File: config.mk
export PLATFORM = sky130hd
export DESIGN_NAME = parc_skid
export DESIGN_NICKNAME = d
export VERILOG_FILES = /design/src/principal_axis_rotation_core_assert.svh /design/src/parc_skid.sv
export SDC_FILE = /design/constraint.sdc
export NUM_CORES = 1
export LEC_CHECK = 0
export BUFFER_PORTS_ARGS = -buffer_cell sky130_fd_sc_hd__buf_2
export CORE_ASPECT_RATIO = 1.4
export CORE_UTILIZATION = 55
export DETAILED_ROUTE_END_ITERATION = 8
export HOLD_SLACK_MARGIN = 0.08
export PLACE_DENSITY = 0.92
export REMOVE_ABC_BUFFERS = 1
export SYNTH_ARGS = -nofsm -noshare
export SYNTH_HDL_FRONTEND = slang
export SYNTH_SLANG_ARGS = --single-unit
File: constraint.sdc
create_clock -name clk -period 20.3 [get_ports clk]
set_input_delay 2.03 -clock clk [delete_from_list [all_inputs] [get_ports clk]]
set_output_delay 2.03 -clock clk [all_outputs]
set_load 0.005 [all_outputs]
File: src/principal_axis_rotation_core_assert.svh
// ---------------------------------------------------------------------------
// principal axis rotation core: assertion macros
// shared concurrent assertion forms, clocked on clk and disabled in reset
// ---------------------------------------------------------------------------
`ifndef PRINCIPAL_AXIS_ROTATION_CORE_ASSERT_SVH
`define PRINCIPAL_AXIS_ROTATION_CORE_ASSERT_SVH

// consequent checked in the same cycle as the antecedent
`define PARC_ASSERT_NOW(label, ante, cons, msg) \
    label: assert property (@(posedge clk) disable iff (!rst_n) (ante) |-> (cons)) \
        else $error(msg);

// consequent checked in the cycle after the antecedent
`define PARC_ASSERT_NEXT(label, ante, cons, msg) \
    label: assert property (@(posedge clk) disable iff (!rst_n) (ante) |=> (cons)) \
        else $error(msg);

`endif

File: src/parc_skid.sv
// ---------------------------------------------------------------------------
// parc_skid
// output register with one skid entry; the upstream hold is registered so
// the output stall never reaches the pipeline combinationally
// ---------------------------------------------------------------------------
module parc_skid
#(
    parameter int DATA_W = 97
)
(
    input  logic              clk,
    input  logic              rst_n,
    input  logic              up_valid,
    input  logic [DATA_W-1:0] up_data,
    output logic              up_hold,
    output logic              valid,
    input  logic              stall,
    output logic [DATA_W-1:0] data
);

    logic              out_valid_reg;
    logic              out_valid_next;
    logic [DATA_W-1:0] out_data_reg;
    logic              skid_valid_reg;
    logic              skid_valid_next;
    logic [DATA_W-1:0] skid_data_reg;
    logic              load_up;
    logic              load_skid;
    logic              take_skid;

    // occupancy of the output and skid entries
    always_comb
    begin
        out_valid_next  = out_valid_reg;
        skid_valid_next = skid_valid_reg;
        load_up         = 1'b0;
        load_skid       = 1'b0;
        take_skid       = 1'b0;
        if (!out_valid_reg || !stall)
        begin
            if (skid_valid_reg)
            begin
                out_valid_next  = 1'b1;
                skid_valid_next = 1'b0;
                take_skid       = 1'b1;
            end
            else
            begin
                out_valid_next = up_valid;
                load_up        = up_valid;
            end
        end
        else if (up_valid && !skid_valid_reg)
        begin
            skid_valid_next = 1'b1;
            load_skid       = 1'b1;
        end
    end

    always_ff @(posedge clk or negedge rst_n)
    begin
        if (!rst_n)
        begin
            out_valid_reg  <= 1'b0;
            skid_valid_reg <= 1'b0;
        end
        else
        begin
            out_valid_reg  <= out_valid_next;
            skid_valid_reg <= skid_valid_next;
        end
    end

    // payload moves
    always_ff @(posedge clk)
    begin
        if (take_skid)
        begin
            out_data_reg <= skid_data_reg;
        end
        else if (load_up)
        begin
            out_data_reg <= up_data;
        end
        if (load_skid)
        begin
            skid_data_reg <= up_data;
        end
    end

    assign up_hold = skid_valid_reg;
    assign valid   = out_valid_reg;
    assign data    = out_data_reg;

endmodule

# == After elaboration in Yosys (flattened, before gate mapping) ==
# Cells that the tools add are included.
# op_classes
eq_ne,0
bitwise,0
muxes,11
order_cmp,0
mul,0
n_shift,0
n_addsub,0
div,0
reduce_logical,7
# op_table
operator,n
$mux W97,2
$mux W1,9
$reduce_bool A2 Y1,2
$logic_not A1 Y1,3
$logic_and A1 B1 Y1,1
$logic_or A1 B1 Y1,1
# totals
romBits,0
out_inout_bits,99
latchBits,0
mem_bits_rw,0
n_memories,0
register_bits,196

# == Logic depth before layout (Yosys ltp) ==
# depth
word_depth,5
mapped_depth,4

# == Worst setup path before layout ==
# Ideal clock, no wire load.
# synth_timing
path_kind,input to register
from,input port stall
to,register skid_data_reg[0] (enable)
cell_stages,2
path_slack_ns,10.439
t_arrival_ns,9.170
cell_sequence,nand2_1 -> nor3b_1
# synth_via
elab_chain_len,3
# synth_lines
element,line_no,source
from (decl),parc_skid.sv:17,"input logic stall,"
$logic_not A1 Y1,parc_skid.sv:39,if (!out_valid_reg || !stall)
$logic_or A1 B1 Y1,parc_skid.sv:39,
$mux W1,parc_skid.sv:39,
named net load_skid,parc_skid.sv:28,logic load_skid;
to (signal assigned),parc_skid.sv:87,skid_data_reg <= up_data;
to (decl),parc_skid.sv:26,logic [DATA_W-1:0] skid_data_reg;
# The timed path passes the listed nets, and every way through them passes these cells.
# A chain may end at the register's enable or synchronous reset.

# == Worst setup path in the final report ==
# layout_timing
from,input port stall
to,"register out_data_reg[10], in the netlist data[10] (enable)"
# layout_via
elab_chain_len,4
word_cells_on_any_way,5
cone_classes,2 x mux; 3 x reduce/logical
# layout_lines
element,line_no,source
$logic_not A1 Y1 *,parc_skid.sv:39,
$logic_or A1 B1 Y1 *,parc_skid.sv:39,
$mux W1,parc_skid.sv:39,
$reduce_bool A2 Y1 (no line) *,n/a,
to (signal assigned),parc_skid.sv:79,out_data_reg <= skid_data_reg;
to (signal assigned),parc_skid.sv:83,out_data_reg <= up_data;
to (decl),parc_skid.sv:23,logic [DATA_W-1:0] out_data_reg;
# Every way passes the cells marked *; elsewhere a longest branch is shown, timed or not.

==> impl_summary.md <==
Route
For this run, design rule violations remaining after detail routing come to 11. The routed length per instance is 19.1 µm. The detailed-router iteration count before antenna repair is 7. The routed layout has 3,648 vias. The first-iteration detailed-routing DRC count is 216. The count of nets left with antenna violations once routing finished came out at 0. The ratio of routed vias to standard cells is 5.31.

For this block, the routed nets add up to 13,100 µm of wire.

Clocking
The number of H-tree levels is 4. After clock tree synthesis, the setup repair step added 0 buffers. The insertion delay of the later-clocked pin in the worst-skew pair is 0.42 ns. The number of sinks on the clock net is 196.

In this run, post-CTS hold repair placed 0 buffers. The TritonCTS buffer count is 17. The CTS tree is yes.

The clock passes through at most 2 buffers. In this run the clock root is driven by a clkbuf_16. Clock-pin slew was measured on the worst setup and hold paths at 0.06 ns. Once the clock tree was built, the resizer swapped 0 gates to a different size.

STA
The final period demand of the worst path is 3.88 ns. The number of hold violations in the final report is 0. The peak clock frequency supported by timing is 258 MHz. Setup repair after global routing left no endpoint under its margin.

The setup-violating endpoint count in the final report is 0. The final critical path takes up 19.1% of the cycle. The relative slew slack is 23.2%. The number of max-slew violations in the final report is 0. The setup TNS is 0 ns. The actual transition at the worst max-transition pin is 1.15 ns.

The clock skew is 0.00584 ns.

Synth
The synthesized design contains 196 register bits. Yosys mapped the design onto 11 distinct sky130hd cell types. The post-synthesis instance area is 7080 µm². The sequential area share after synthesis is 83.0%.

In the synthesized netlist, the number of instances is 310. The synthesized area divided by synthesized cell count is 22.8 µm². The number of warnings reported in the yosys synthesis log is 0.

Floorplan
The I/O pin total is 200. The chip width is 97.9 µm. The area of the die is 13,300 µm².

The effective utilization at floorplan is 57.0%. After floorplanning, the core was divided into 48 placement rows. After floorplanning, the core was sized to cover 12,400 µm². From bottom edge to top edge, the die measures 136 µm.

Power
Power comes to 0.929 mW. Registers are responsible for 52.2% of the overall power. IR analysis of the VDD net gives a maximum drop of 56.2 µV. The part of the total power dissipated in the clock network is 40.6%. Of the total power, the share spent switching nets is 20.0%. The part of the power in combinational logic is 7.3%. The analysis attributes to cell leakage a power of 3.37 nW.

Dividing total power by cell area gives a power density of 104 nW/µm². The internal power of the cells totals 0.743 mW. The analysis attributes to net switching a power of 0.186 mW.

Final layout
Cells with a size suffix above 1 make up 56.9% of the layout. Fill cells in the final layout number 730. The area growth from synthesis to layout is 26.1%.

The design area is 8930 µm². The layout net count is 624. The flip-flop and latch area is 5880 µm². The area taken by multi-input logic gates is 1150 µm².

Run status
The checks that failed: design-rule violations. The run finished, with violations left.

Global route
The initial antenna violation count is 1. The via count of the first global-routing pass is 3,813. Global routing consumed, over all layers together, 20.0% of the routing resources. Entering global routing, the biggest net connects 63 pins.

The global route total overflow is 0. The wire length of the first global-routing pass is 19,700 µm.

Flow run
The tool flagged a number of max-cap violations equal to 0.

Critical path
The critical path is of the input pin to flop type. The standard cell with the maximum stage delay on the critical path is a21oi_4. The required time at the worst-slack endpoint is 20.34 ns.

The startpoint type of the worst setup path is an input pin. Walking the worst path, the cells encountered are buf_2 > a21oi_4 > buf_4. In this run the critical register-to-register path is launched from up_hold. In this run the worst path has a maximum fanout of 62. Counting both buffers and inverters, the worst setup path holds a total of 2. The most critical setup path has its startpoint at stall. The dominant delay contributor by cell family on the critical path is buffers and inverters. The arrival time at the worst endpoint is 3.92 ns. The delay of the slowest cell on the worst path is 0.89 ns. The worst setup path is captured at a flop.

Placement
The weighted congestion at the end of routability-driven global placement is 0.719. The post-place instance area is 8250 µm². The sum of net half-perimeters after detailed placement is 8960 µm. In this run the tool buffered the top-level ports with 199 buffer cells.

Hold path
The startpoint of the lowest-slack hold path is skid_data_reg[87]. The min-delay analysis places its worst path in the category flop to flop.
[power by group through the flow]
stage               combinational [mW]  clock (mW)  sequential, mW
global route                    0.0734       0.397           0.487
floorplan                       0.0293           0           0.499
detailed placement              0.0685           0           0.493
CTS                             0.0690       0.384           0.485
finish                          0.0675       0.377           0.484
global placement                0.0649           0           0.492
[cells in the mapped netlist]
library cell  instances  area share (%)
mux2_2               67              11
nor2_1                2            0.11
buf_2                 6            0.42
buf_6                 4            0.64
nor3b_1               1            0.11
mux2_1               30             4.8
dfrtp_1               2            0.71
a21boi_2              1            0.16
edfxtp_1            194              82
a21oi_1               1           0.071
nand2_1               2            0.11
[per-stage QoR]
| step | hold WS [ns] | utilization (%) | worst slack (ns) | cells |
|---|---|---|---|---|
| after global routing | 0.553 | 71.8 | 16.28 | 687 |
| after detailed placement | 0.521 | 66.4 | 15.95 | 654 |
| after CTS | 0.538 | 71.8 | 16.40 | 686 |
| after floorplan | 0.508 | - | 10.44 | 300 |
| after global placement | 0.516 | 66.4 | 16.05 | 654 |
| final | 0.536 | 71.8 | 16.42 | 687 |
[cells in the final DEF, fill, tap and decap left out]
master	Yosys	final
buf_2	6	199
inv_6	0	3
inv_8	0	2
buf_4	0	5
mux2_1	30	30
clkinvlp_4	0	1
bufinv_16	0	6
nand2_1	2	2
diode_2	0	1
nor3b_2	0	1
nor2_1	2	2
dfrtp_1	2	2
clkinv_2	0	2
mux2_2	67	67
edfxtp_1	194	194
a21boi_4	0	1
clkinv_1	0	1
a21oi_4	0	1
clkbuf_16	0	17
[area by class of cell]
cell class	count	share of cell area, %
clock inverters	15	2.80
well taps	150	2.10
repair buffers	204	11.6
clock buffers	17	4.76
diodes	1	0.0280
flip-flops and latches	196	65.8
multi-input cells	104	12.9
[cell families (layout without fill, tap and decap cells)]
logic type	after synthesis	count (layout)	synth area share (%)
compound gates	2	2	0.230
buf+inv	10	236	1.06
flops	196	196	83.0
mux	97	97	15.4
other cells	0	1	0
simple gates	5	5	0.318
[final timing paths]
check                                 to  slack (ns)  depth (start not counted)
worst max-delay path            data[10]       16.42                          3
worst min register to register  data[87]        0.54                          1
min in group asynchronous          valid        1.38                          1
worst max register to register  data[10]       17.67                          3
worst min-delay path            data[87]        0.54                          1
max in group asynchronous        up_hold       18.82                          1
[per-layer routing]
layer  routed length (µm)  share of wire, %  up-vias  global-route usage (%)
met4                  459               3.5        0                    10.4
met5                    0                 0        -                       0
li1                     -                 -     1670                       -
met3                  693               5.3       34                    4.94
met1                 4790                36     1805                    22.6
met2                 7190                55      139                    35.3
(Power assumes the default switching activity.)
